==> src/hdl/rlto_pkg.sv <==
// Types, codes and timestamp arithmetic shared by the replay loop timestamp offset block.
package rlto_pkg;

    localparam int SEC_W = 32;
    localparam int NS_W  = 30;
    localparam int LOOP_W = 16;
    localparam int CFG_IDX_W = 1;
    localparam int CFG_DATA_W = 16;

    localparam logic [NS_W-1:0] NS_MAX = NS_W'(999999999);
    localparam logic [NS_W:0]   NS_PER_SEC = (NS_W+1)'(1000000000);
    localparam logic [LOOP_W-1:0] LOOP_SAT = '1;

    typedef enum logic [1:0] {
        K_DATA  = 2'd0,
        K_TIMER = 2'd1,
        K_EOC   = 2'd2,
        K_OTHER = 2'd3
    } t_kind;

    typedef enum logic [1:0] {
        ST_PASS     = 2'd0,
        ST_FINISH   = 2'd1,
        ST_RESTART  = 2'd2,
        ST_SEEK_ERR = 2'd3
    } t_status;

    typedef enum logic [CFG_IDX_W-1:0] {
        CFG_LOOP_LIMIT = 1'd0,
        CFG_RECALC_EN  = 1'd1
    } t_cfg_idx;

    typedef struct packed {
        logic [1:0]      kind;
        logic [SEC_W-1:0] stamp_sec;
        logic [NS_W-1:0]  stamp_ns;
        logic            seek_ok;
    } t_in_item;

    typedef struct packed {
        logic [1:0]      status;
        logic [SEC_W-1:0] out_sec;
        logic [NS_W-1:0]  out_ns;
    } t_out_item;

    typedef struct packed {
        logic [SEC_W-1:0] sec;
        logic [NS_W-1:0]  ns;
    } t_ts;

    typedef struct packed {
        t_ts              offset;
        t_ts              begin_ts;
        t_ts              last;
        logic [LOOP_W-1:0] loops_done;
    } t_state;

    typedef struct packed {
        logic [LOOP_W-1:0] loop_limit;
        logic              recalc_enable;
    } t_cfg;

    // Both operands carry nanoseconds below one second, so one carry step is enough.
    function automatic t_ts ts_add(t_ts a, t_ts b);
        logic [NS_W:0] sum;
        t_ts r;
        sum = {1'b0, a.ns} + {1'b0, b.ns};
        r.sec = a.sec + b.sec;
        if (sum >= NS_PER_SEC) begin
            sum = sum - NS_PER_SEC;
            r.sec = r.sec + SEC_W'(1);
        end
        r.ns = sum[NS_W-1:0];
        return r;
    endfunction

    function automatic t_ts ts_sub(t_ts a, t_ts b);
        logic [NS_W:0] diff;
        t_ts r;
        r.sec = a.sec - b.sec;
        if (a.ns >= b.ns) begin
            diff = {1'b0, a.ns} - {1'b0, b.ns};
        end else begin
            diff = {1'b0, a.ns} + NS_PER_SEC - {1'b0, b.ns};
            r.sec = r.sec - SEC_W'(1);
        end
        r.ns = diff[NS_W-1:0];
        return r;
    endfunction

endpackage

==> src/hdl/rlto_core.sv <==
// Per-transaction next state and result computation for the timestamp offset block.
module rlto_core
    import rlto_pkg::*;
(
    input  t_in_item  i_item,
    input  t_state    i_state,
    input  t_cfg      i_cfg,
    output t_state    o_state,
    output t_out_item o_result
);

    logic [NS_W-1:0]   sns;
    t_ts               stamp;
    t_ts               delta;
    logic [LOOP_W-1:0] loops_inc;

    always_comb begin
        sns = (i_item.stamp_ns > NS_MAX) ? NS_MAX : i_item.stamp_ns;
        stamp.sec = i_item.stamp_sec;
        stamp.ns  = sns;
        delta = ts_sub(i_state.last, i_state.begin_ts);
        loops_inc = (i_state.loops_done < LOOP_SAT) ? i_state.loops_done + LOOP_W'(1)
                                                     : i_state.loops_done;

        o_state = i_state;
        o_result.status  = ST_PASS;
        o_result.out_sec = i_item.stamp_sec;
        o_result.out_ns  = i_item.stamp_ns;

        case (i_item.kind) inside
            K_DATA, K_TIMER: begin
                if (i_cfg.recalc_enable) begin
                    o_state.last = stamp;
                    // Only the seconds word marks an empty begin stamp.
                    if (i_state.begin_ts.sec == '0) begin
                        o_state.begin_ts = stamp;
                    end
                    {o_result.out_sec, o_result.out_ns} = ts_add(stamp, i_state.offset);
                end
            end
            K_EOC: begin
                o_state.loops_done = loops_inc;
                if (i_cfg.loop_limit != '0 && loops_inc >= i_cfg.loop_limit) begin
                    o_result.status = ST_FINISH;
                end else begin
                    if (i_cfg.recalc_enable) begin
                        o_state.offset   = ts_add(i_state.offset, delta);
                        o_state.begin_ts = '0;
                    end
                    o_result.status = i_item.seek_ok ? ST_RESTART : ST_SEEK_ERR;
                end
            end
            default: begin
            end
        endcase
    end

endmodule

==> src/hdl/replay_loop_timestamp_offset.sv <==
// Top level of the replay loop timestamp offset block: handshake, state and config registers.
//
//  channel   direction  handshake                 payload
//  in        input      i_in_valid / o_in_ready   i_in  (t_in_item)
//  out       output     o_out_valid / i_out_ready o_out (t_out_item)
//  cfg       input      i_cfg_we                  i_cfg_idx, i_cfg_data
//
// One transaction enters per cycle while o_in_ready is high. It sits in the input register
// after the accepting edge and moves into the result register once that register is empty
// or draining; its result is then on o_out until the receiver takes it.
// The loop state is updated as the item moves into the result register.
// Synchronous active-low reset clears the state and sets recalc_enable to 1.
// A stalled output holds its result; the input register keeps accepting while the
// result register can drain.
module replay_loop_timestamp_offset
    import rlto_pkg::*;
(
    input  logic                  i_clk,
    input  logic                  i_rst_n,
    input  logic                  i_in_valid,
    output logic                  o_in_ready,
    input  t_in_item              i_in,
    output logic                  o_out_valid,
    input  logic                  i_out_ready,
    output t_out_item             o_out,
    input  logic                  i_cfg_we,
    input  logic [CFG_IDX_W-1:0]  i_cfg_idx,
    input  logic [CFG_DATA_W-1:0] i_cfg_data
);

    t_in_item  r_in;
    logic      r_in_valid;
    t_out_item r_out;
    logic      r_out_valid;
    t_state    r_state;
    t_cfg      r_cfg;

    t_state    n_state;
    t_out_item n_out;
    logic      advance;

    assign advance     = r_in_valid && (!r_out_valid || i_out_ready);
    assign o_in_ready  = !r_in_valid || advance;
    assign o_out_valid = r_out_valid;
    assign o_out       = r_out;

    rlto_core u_core (
        .i_item   (r_in),
        .i_state  (r_state),
        .i_cfg    (r_cfg),
        .o_state  (n_state),
        .o_result (n_out)
    );

    always_ff @(posedge i_clk) begin
        if (!i_rst_n) begin
            r_in_valid  <= 1'b0;
            r_out_valid <= 1'b0;
            r_state     <= '0;
        end else begin
            if (o_in_ready) begin
                r_in_valid <= i_in_valid;
            end
            if (advance) begin
                r_out_valid <= 1'b1;
                r_state     <= n_state;
            end else if (i_out_ready) begin
                r_out_valid <= 1'b0;
            end
        end
    end

    always_ff @(posedge i_clk) begin
        if (o_in_ready && i_in_valid) begin
            r_in <= i_in;
        end
        if (advance) begin
            r_out <= n_out;
        end
    end

    always_ff @(posedge i_clk) begin
        if (!i_rst_n) begin
            r_cfg.loop_limit    <= '0;
            r_cfg.recalc_enable <= 1'b1;
        end else if (i_cfg_we) begin
            unique case (i_cfg_idx)
                CFG_LOOP_LIMIT: r_cfg.loop_limit    <= i_cfg_data[LOOP_W-1:0];
                CFG_RECALC_EN:  r_cfg.recalc_enable <= i_cfg_data[0];
                default: begin
                end
            endcase
        end
    end

    // An empty result register must never block the input side.
    a_ready_when_empty: assert property (@(posedge i_clk) disable iff (!i_rst_n)
        !r_out_valid |-> o_in_ready)
        else $error("input stalled while result register empty");

    // The loop count only moves upward between resets.
    a_loops_monotonic: assert property (@(posedge i_clk) disable iff (!i_rst_n)
        $past(i_rst_n) |-> r_state.loops_done >= $past(r_state.loops_done))
        else $error("loop count decreased");

    // Stored nanosecond fields stay inside one second.
    a_ns_in_range: assert property (@(posedge i_clk) disable iff (!i_rst_n)
        ({1'b0, r_state.offset.ns} < NS_PER_SEC) && ({1'b0, r_state.last.ns} < NS_PER_SEC)
        && ({1'b0, r_state.begin_ts.ns} < NS_PER_SEC))
        else $error("stored nanoseconds out of range");

    // State changes only when a transaction moves into the result register.
    a_state_held: assert property (@(posedge i_clk) disable iff (!i_rst_n)
        !advance |=> $stable(r_state))
        else $error("state changed without a transaction");

endmodule

==> config.mk <==
export PLATFORM = sky130hd
export DESIGN_NAME = replay_loop_timestamp_offset
export DESIGN_NICKNAME = d
export VERILOG_FILES = /design/src/hdl/rlto_pkg.sv /design/src/hdl/rlto_core.sv /design/src/hdl/replay_loop_timestamp_offset.sv
export SDC_FILE = /design/constraint.sdc
export NUM_CORES = 1
export LEC_CHECK = 0
export ABC_AREA = 1
export BUFFER_PORTS_ARGS = -buffer_cell sky130_fd_sc_hd__buf_2
export CAP_MARGIN = 20
export CORE_ASPECT_RATIO = 1.75
export CORE_UTILIZATION = 30
export DETAILED_ROUTE_END_ITERATION = 6
export PLACE_DENSITY = 0.55
export SKIP_CTS_REPAIR_TIMING = 1
export SKIP_LAST_GASP = 1
export SLEW_MARGIN = 20
export SYNTH_ARGS = -nofsm -noshare
export SYNTH_HDL_FRONTEND = slang
export SYNTH_SLANG_ARGS = --single-unit
==> constraint.sdc <==
create_clock -name i_clk -period 6.6 [get_ports i_clk]
set_clock_uncertainty 0.05 [all_clocks]
set_input_delay 1.32 -clock i_clk [delete_from_list [all_inputs] [get_ports i_clk]]
set_output_delay 1.32 -clock i_clk [all_outputs]
set_load 0.1 [all_outputs]
==> results of run 1 <==
==> flip-flops by register name, indices dropped and copies added, names as in the netlist <==
register and cells:
r_state 202, r_in 65, o_out 64, r_cfg 17, o_out_valid 1, r_in_valid 1
==> power by group <==
| part | switching [mW] | internal [mW] | leakage (nW) |
|---|---|---|---|
| logic | 4.45 | 1.90 | 15.3 |
| registers | 0.139 | 2.38 | 3.03 |
| clock network | 1.02 | 1.33 | 0.648 |
==> cells in the mapped netlist, types with 23 or more instances <==
library cell / n / area (µm²)
nand3b_1: 35 / 263
edfxtp_1: 129 / 3870
xor2_1: 122 / 1070
a21oi_1: 391 / 1960
nand3_1: 344 / 1720
o21ai_0: 265 / 1330
o211ai_1: 24 / 180
inv_1: 858 / 3220
nand2_1: 1555 / 5840
fa_1: 23 / 460
nor3_1: 81 / 405
nor2_1: 560 / 2100
o21bai_1: 23 / 173
or2_2: 31 / 194
ha_1: 246 / 3080
xnor2_1: 53 / 464
o21a_1: 43 / 323
clkbuf_1: 76 / 285
nand4_1: 107 / 669
dfxtp_1: 221 / 4420
==> area by class of cell <==
class	instances	area share
inverter	866	0.0871
clock buffer	51	0.0290
sequential	350	0.222
clock inverter	23	0.00710
timing repair buffer	209	0.0329
antenna	1	0.0000670
tap	1467	0.0492
multi-input combinational	4049	0.572
==> worst max-delay path, delay by kind of cell, from the launching register on <==
family,cells,cell delay (ns)
AO/OA/AOI/OAI,10,1.80
buffers and inverters,6,0.59
adder cells (fa/ha/maj),3,1.24
AND/OR/NAND/NOR,17,1.95
flip-flops,1,0.36
==> routing by layer <==
layer,part of all wire,wire (µm)
met5,0,0
met4,0.12,15200
met3,0.032,4180
met2,0.52,68100
met1,0.33,43400
==> how the worst max path moves through the flow <==
stage	startpoint	end	slack (ns)	cells past startpoint
2_1_floorplan	r_state[80]	r_state[172]	1.35	36
4_1_cts	r_state[80]	r_state[158]	0.17	36
6_report	r_state[80]	r_state[158]	0.55	36
3_3_place_gp	r_state[80]	r_state[158]	0.34	36
3_5_place_dp	r_state[80]	r_state[165]	0.20	36
5_1_grt	r_state[80]	r_state[165]	-0.03	36
==> metrics by stage <==
stage / hold slack (ns) / utilization / setup slack [ns] / cells
3_5_place_dp: 0.408 / 0.326 / 0.195 / 6940
3_3_place_gp: 0.401 / 0.326 / 0.336 / 6940
5_1_grt: 0.440 / 0.339 / -0.0266 / 7016
6_report: 0.417 / 0.339 / 0.546 / 7016
2_1_floorplan: 0.385 / - / 1.35 / 5380
4_1_cts: 0.421 / 0.339 / 0.169 / 7014
==> layout by cell type (no fill, tap or decap), types with 7 or more instances in the layout <==
| cell | count |
|---|---|
| clkbuf_1 | 8 |
| nor2_1 | 558 |
| edfxtp_1 | 129 |
| a21o_1 | 13 |
| nand3_1 | 344 |
| nand3b_1 | 35 |
| buf_2 | 151 |
| buf_4 | 55 |
| nand2_2 | 14 |
| o21a_1 | 43 |
| inv_1 | 855 |
| inv_2 | 7 |
| ha_1 | 246 |
| o21ai_0 | 260 |
| clkinv_1 | 8 |
| nor2_2 | 10 |
| nand4_1 | 107 |
| mux2i_1 | 11 |
| nor3_1 | 81 |
| xnor2_1 | 53 |
| xor2_1 | 122 |
| nor4_1 | 21 |
| o21ai_1 | 20 |
| clkinv_2 | 7 |
| dfxtp_1 | 221 |
| o21bai_1 | 23 |
| fa_1 | 23 |
| clkbuf_16 | 41 |
| nand2_1 | 1554 |
| a21oi_1 | 391 |
| or2_2 | 31 |
| o211ai_1 | 24 |
==> kinds of logic (layout without fill, tap and decap cells) <==
family,count (synthesis),in the layout,share of synthesized area
fa+ha+maj,269,269,0.106
compound gates,809,809,0.132
other cells,0,1,0
flops,350,350,0.249
buf+inv,981,1149,0.113
xor+xnor,176,176,0.0464
mux,11,11,0.00330
simple gates,2784,2784,0.351
==> flow_summary.ini, run 1 <==
[critical_path]
cp_max_fo = 39
crit_type = register to register
arrival_ns = 6.49
max_stage_delay_ns = 0.59
r2r_start = r_state[80]
end_kind = register
start_kind = register
ff2ff_path_depth = 36
reg2reg_slack_ns = 0.55
r2r_end = r_state[158]
crit_required_ns = 7.04
slowest_stage = fa_1
cpMostUsedCell = nand2_1

[routing]
ant_nets = 0
routedWlPerCell_um = 18.7
first_iter_violations = 1812
vias = 34696
route.detailed.drc = 2
drt_wl_total_um = 131000
drt_pass1_iterations = 7
vias_per_cell = 4.95

[timing]
fmaxAchievable_mhz = 165
hold_viol_final = 0
setup_viol = 0
setup_tns_ns = 0
max-slew-margin-rel = 0.360
tightest_slew_ns = 0.961
rsz0062_at_grt = true
finalCritPeriodShare = 0.917
slew_viol_final = 0
period_minus_slack_ns = 6.05

[yosys]
syn_inst = 5380
ys.flop_type = dfxtp_1
ys_ff_latch = 350
synth-seq-area-share = 0.249
syn_nets = 5736
ys_async_sr_fraction = 0
synth.distinct_cells = 61
synth.avg_cell_area_um2 = 6.21
yosys_warnings = 0
syn-cell-area_um2 = 33400
synth-edff-count = 129

[die]
row_count = 161
die_area_um2 = 113000
die_x_um = 254
fp.dieH_um = 443
io_pins = 153
start_util = 0.303
fp.coreArea_um2 = 110000

[status]
outcome = finished, violations left
failed_checks = DRC

[clock_network]
cts_buffers = 40
htree_num_levels = 2
clockRootBuffer = clkbuf_16
clock_latency_ns = 0.62
cts_buffer_depth = 3
clkTransAtPathRegs_ns = 0.07
cts_tree = done
clkSinkCount = 350

[place]
gp_congestion = 0.977
placed_cell_area_um2 = 36000
hpwlAfterDp_um = 109000
port_buffers = 152

[power]
leakage_nw = 19.0
p_per_area_nw_per_um2 = 300
total_power_mw = 11.2
irDropWorstVdd_mv = 0.209

[global_routing]
grt_use_met3 = 0.0232
grt_max_degree = 96
met2_usage = 0.433
grt_pass1_wl_um = 195000
antenna_found_initial = 1
track_usage = 0.230
grt_overflow = 0
grtUsageMet1 = 0.207
grt_pass1_vias = 33958
grt.busiest_layer = met2

[final_layout]
n_fill_cell = 12324
seqCellArea_um2 = 8300
drive_gt1_frac = 0.0649
final_cell_area_um2 = 37300
num-nets-final = 5872
syn_to_final_growth_pct = 11.8
multi_input_area_um2 = 21400

[min_path]
min_from = r_state[65]
worstHoldEndpoint = r_state[65]
hold-path-cell-count = 2
worstHoldPathType = register to register

[run]
cap_violations = 0
Note: power is estimated with default switching activity, not from simulation.
==> inputs of run 2 (changes only) <==
BUFFER_PORTS_ARGS = default   (was -buffer_cell sky130_fd_sc_hd__buf_2)
DONT_BUFFER_PORTS = 1   (was default)
PLACE_DENSITY = 0.54   (was 0.55)
==> flow_summary.ini, run 2 (same netlist as run 1, synthesis figures left out) <==
[clock_network]
clockRootBuffer = clkbuf_16
clkSinkCount = 350
cts_buffer_depth = 3
cts_buffers = 42
clock_latency_ns = 0.62
htree_num_levels = 2
cts_tree = done
clkTransAtPathRegs_ns = 0.06

[critical_path]
end_kind = register
crit_type = register to register
start_kind = register
max_stage_delay_ns = 0.47
crit_required_ns = 7.05
cp_max_fo = 5
slowest_stage = dfxtp_1
arrival_ns = 6.46

[routing]
vias = 34110
ant_nets = 0
route.detailed.drc = 0
vias_per_cell = 4.98
drt_pass1_iterations = 5
routedWlPerCell_um = 18.9
drt_wl_total_um = 129000
first_iter_violations = 1851

[power]
irDropWorstVdd_mv = 0.233
p_per_area_nw_per_um2 = 309
leakage_nw = 18.4

[final_layout]
fin_util = 0.333
final_common_cell = nand2_1
drive_gt1_frac = 0.0392
num-nets-final = 5710
largest-register = r_state
final_cell_mix = nand2_1, inv_1, nor2_1
fin_cells = 6855
diodes = 0
largest_register_ffs = 202
syn_to_final_growth_pct = 9.93

[global_routing]
grt_pass1_vias = 33714
grt_use_met3 = 0.0201
track_usage = 0.226
grt_overflow = 0
met2_usage = 0.437
grt_max_degree = 128
antenna_found_initial = 3
grt.busiest_layer = met2
grtUsageMet1 = 0.208
grt_pass1_wl_um = 193000

[die]
row_count = 161
fp.dieH_um = 443
die_area_um2 = 113000
die_x_um = 254
fp.coreArea_um2 = 110000
start_util = 0.303
io_pins = 153

[place]
place_inst = 6777
port_buffers = 0
pre_cts_ws_ns = 0.230
hpwlAfterDp_um = 106000
gp_congestion = 0.965

[timing]
period_minus_slack_ns = 6.00
fmaxAchievable_mhz = 167
rsz0062_at_grt = false
max-slew-margin-rel = 0.263
setup_viol = 0
setup_tns_ns = 0
finalWorstSetupSlack_ns = 0.595
hold_viol_final = 0
tightest_slew_ns = 1.10
slew_viol_final = 0
finalCritPeriodShare = 0.910
fin_hold_ws_ns = 0.419

[min_path]
worstHoldPathType = register to register

[run]
cap_violations = 0

[status]
outcome = finished clean
run 2: through the flow:
| step | total power, mW | area, µm² |
|---|---|---|
| 2_1_floorplan | 6.92 | 33400 |
| 3_3_place_gp | 8.73 | 35200 |
| 3_5_place_dp | 8.74 | 35200 |
| 4_1_cts | 11.4 | 36700 |
| 5_1_grt | 12.1 | 36700 |
| 6_report | 11.3 | 36700 |
run 2: per-layer routing:
| metal | share of wire | vias up |
|---|---|---|
| met5 | 0.00026 | - |
| met4 | 0.10 | 4 |
| met3 | 0.029 | 425 |
| met2 | 0.53 | 863 |
| met1 | 0.34 | 15560 |
| li1 | - | 17258 |
run 2: path summary, 6_finish.rpt:
kind	from	end	slack [ns]	cells after the start
worst max-delay path	r_state[108]	r_state[199]	0.60	32
worst min-delay path	r_state[75]	r_state[75]	0.42	2
worst max register to register	r_state[108]	r_state[199]	0.60	32
worst min register to register	r_state[75]	r_state[75]	0.42	2
run 2: power breakdown:
part           internal, mW  total, mW  leakage, nW  switching [mW]
Clock                  1.51       2.59        0.747            1.08
Sequential             2.38       2.71         3.03           0.326
Combinational          1.84       6.04         14.7            4.20
Total                  5.73       11.3         18.4            5.61
run 2: critical path: cells and delay by family, from the launching register on:
kind                       cells  cell delay, ns
AOI/OAI and AO/OA              1            0.31
and+or+nand+nor               20            3.14
adders and majority gates      3            1.00
xor gates and xnor gates       2            0.41
DFF                            1            0.47
buffers and inverters          6            0.49
run 2: layout make-up:
cell class              instances  area (µm²)
repair buffers                 45         417
clock inverters                23         307
fillers                     12295       73500
well taps                    1467        1840
clock buffers                  55        1210
flip-flops and latches        350        8300
multi-input cells            4049       21400
inverters                     866        3260
==> inputs of run 3 (changes only) <==
ABC_AREA = default   (was 1)
==> flow_summary.ini, run 3 <==
[critical_path]
arrival_ns = 6.98
crit_required_ns = 7.08
max_stage_delay_ns = 0.55
cp_max_fo = 6
start_kind = register
ff2ff_path_depth = 27
reg2reg_slack_ns = 0.09
r2r_start = r_state[86]
slowest_stage = or4_4
r2r_end = r_state[195]
crit_type = register to register
cpMostUsedCell = buf_4
end_kind = register

[status]
outcome = finished clean

[min_path]
min_from = r_state[46]
worstHoldEndpoint = r_state[46]
worstHoldPathType = register to register
hold-path-cell-count = 2

[yosys]
syn_nets = 4071
ys_ff_latch = 350
synth.most_common_cell = nand2_1
synth_area_leaders = dfxtp_1, edfxtp_1, ha_1
synth.avg_cell_area_um2 = 8.00
synth.distinct_cells = 104
syn_inst = 3715
syn-cell-area_um2 = 29700
yosys_warnings = 0
ys_async_sr_fraction = 0
synth-seq-area-share = 0.279
synthTopCellsByCount = nand2_1, a21oi_1, nor2_1
ys.flop_type = dfxtp_1
synth_top_area_frac = 0.149
synth_top_cell_by_area = dfxtp_1
synth-edff-count = 129

[routing]
vias = 27193
route.detailed.drc = 0
ant_nets = 0
routedWlPerCell_um = 19.3
drt_wl_total_um = 98100
vias_per_cell = 5.34
drt_pass1_iterations = 7
first_iter_violations = 1247

[power]
p_switching_mw = 4.15
combinationalPowerShare = 0.487
leakage_nw = 13.1
irDropWorstVdd_mv = 0.223
power_frac_seq = 0.268
p_per_area_nw_per_um2 = 293
switching_share = 0.419
pwr-share-clk = 0.245
p_int_mw = 5.76

[place]
place_inst = 5000
hpwlAfterDp_um = 77100
port_buffers = 0
placed_cell_area_um2 = 31800
gp_congestion = 0.939

[final_layout]
num-nets-final = 4109
multi_input_area_um2 = 20400
syn_to_final_growth_pct = 13.8
final_cell_mix = nand2_1, a21oi_1, nor2_1
seqCellArea_um2 = 8310
drive_gt1_frac = 0.102
final_cell_area_um2 = 33800
final_common_cell = nand2_1
fin_cells = 5097
n_fill_cell = 10505
largest_register_ffs = 202
largest-register = r_state

[clock_network]
cts_buffer_depth = 3
htree_num_levels = 2
clkSinkCount = 350
cts_tree = done
clkTransAtPathRegs_ns = 0.06
cts_buffers = 43
clockRootBuffer = clkbuf_16
clock_latency_ns = 0.60

[die]
fp.coreArea_um2 = 98100
die_area_um2 = 100000
start_util = 0.303
die_x_um = 240
fp.dieH_um = 418
row_count = 152
io_pins = 153

[global_routing]
met2_usage = 0.383
grt.busiest_layer = met2
grt_pass1_vias = 26864
grt_use_met3 = 0.0196
grt_overflow = 0
grt_max_degree = 81
track_usage = 0.192
grtUsageMet1 = 0.176
antenna_found_initial = 1
grt_pass1_wl_um = 149000

[timing]
setup_viol = 0
tightest_slew_ns = 1.01
max-slew-margin-rel = 0.324
fmaxAchievable_mhz = 154
finalCritPeriodShare = 0.986
slew_viol_final = 0
period_minus_slack_ns = 6.51
hold_viol_final = 0

[run]
cap_violations = 0
## run 3: cell count changes in the layout (fill, tap and decap cells not counted), moves of 54 or more
cell	previous run	this run
a211oi_1	4	68
nand4_1	107	42
nand2_1	1554	394
nand2b_1	0	76
o21ai_0	261	144
xnor2_1	53	157
buf_4	38	140
nand3_1	344	146
nor2_1	557	316
a21o_1	13	67
inv_1	854	221
## run 3: cell type report
cell class / count / area share
Clock inverter: 27 / 0.00785
Sequential cell: 350 / 0.246
Timing Repair Buffer: 147 / 0.0348
Clock buffer: 52 / 0.0341
Tap cell: 1309 / 0.0485
Multi-Input combinational cell: 2988 / 0.604
Inverter: 223 / 0.0250
Antenna cell: 1 / 0.0000740
## run 3: logic make-up (layout without fill, tap and decap cells)
family / after synthesis / count (layout) / share of synthesized area
other: 0 / 1 / 0
buffers and inverters: 377 / 449 / 0.0496
DFF: 350 / 350 / 0.279
AOI/OAI and AO/OA: 1006 / 1006 / 0.221
adders and majority gates: 269 / 269 / 0.119
xor gates and xnor gates: 271 / 271 / 0.0799
muxes: 53 / 53 / 0.0182
and+or+nand+nor: 1389 / 1389 / 0.233
## run 3: per-stage QoR
stage	setup WS [ns]	total power, mW	TNS, ns	hold WS, ns	util
floorplan	0.356	5.81	0	0.386	-
global placement	0.0992	7.21	0	0.399	0.324
detailed placement	0.0132	7.20	0	0.401	0.324
CTS	-0.0353	9.70	-0.136	0.410	0.338
global route	-0.0495	10.5	-0.154	0.429	0.344
finish	0.0947	9.91	0	0.409	0.344
## run 3: worst max path at each step
stage / from / end / slack, ns / depth (start not counted)
floorplan: r_state[86] / r_state[196] / 0.36 / 26
global placement: r_state[28] / r_state[155] / 0.1 / 30
detailed placement: r_state[28] / r_state[165] / 0.01 / 30
CTS: r_state[108] / r_state[196] / -0.04 / 24
global route: r_state[86] / r_state[195] / -0.05 / 28
finish: r_state[86] / r_state[195] / 0.09 / 27
## run 3: critical path, delay by kind of cell, from the launching register on
kind            cells  cell delay, ns
simple gates       10            2.99
flops               1            0.35
fa+ha+maj           3            0.90
compound gates      9            1.39
xor+xnor            1            0.21
buf+inv             4            0.54
## run 3: per-layer routing
| layer | share of wire | vias up |
|---|---|---|
| met5 | 0 | - |
| met4 | 0.080 | 0 |
| met3 | 0.027 | 263 |
| met2 | 0.55 | 577 |
| met1 | 0.34 | 12929 |
| li1 | - | 13424 |
## run 3: power groups by stage
| stage | Combinational (mW) | Sequential [mW] | Clock [mW] |
|---|---|---|---|
| 6_report | 4.82 | 2.66 | 2.42 |
| 3_3_place_gp | 4.51 | 2.70 | 0 |
| 5_1_grt | 5.28 | 2.66 | 2.58 |
| 2_1_floorplan | 3.18 | 2.63 | 0 |
| 4_1_cts | 4.54 | 2.66 | 2.51 |
| 3_5_place_dp | 4.50 | 2.70 | 0 |
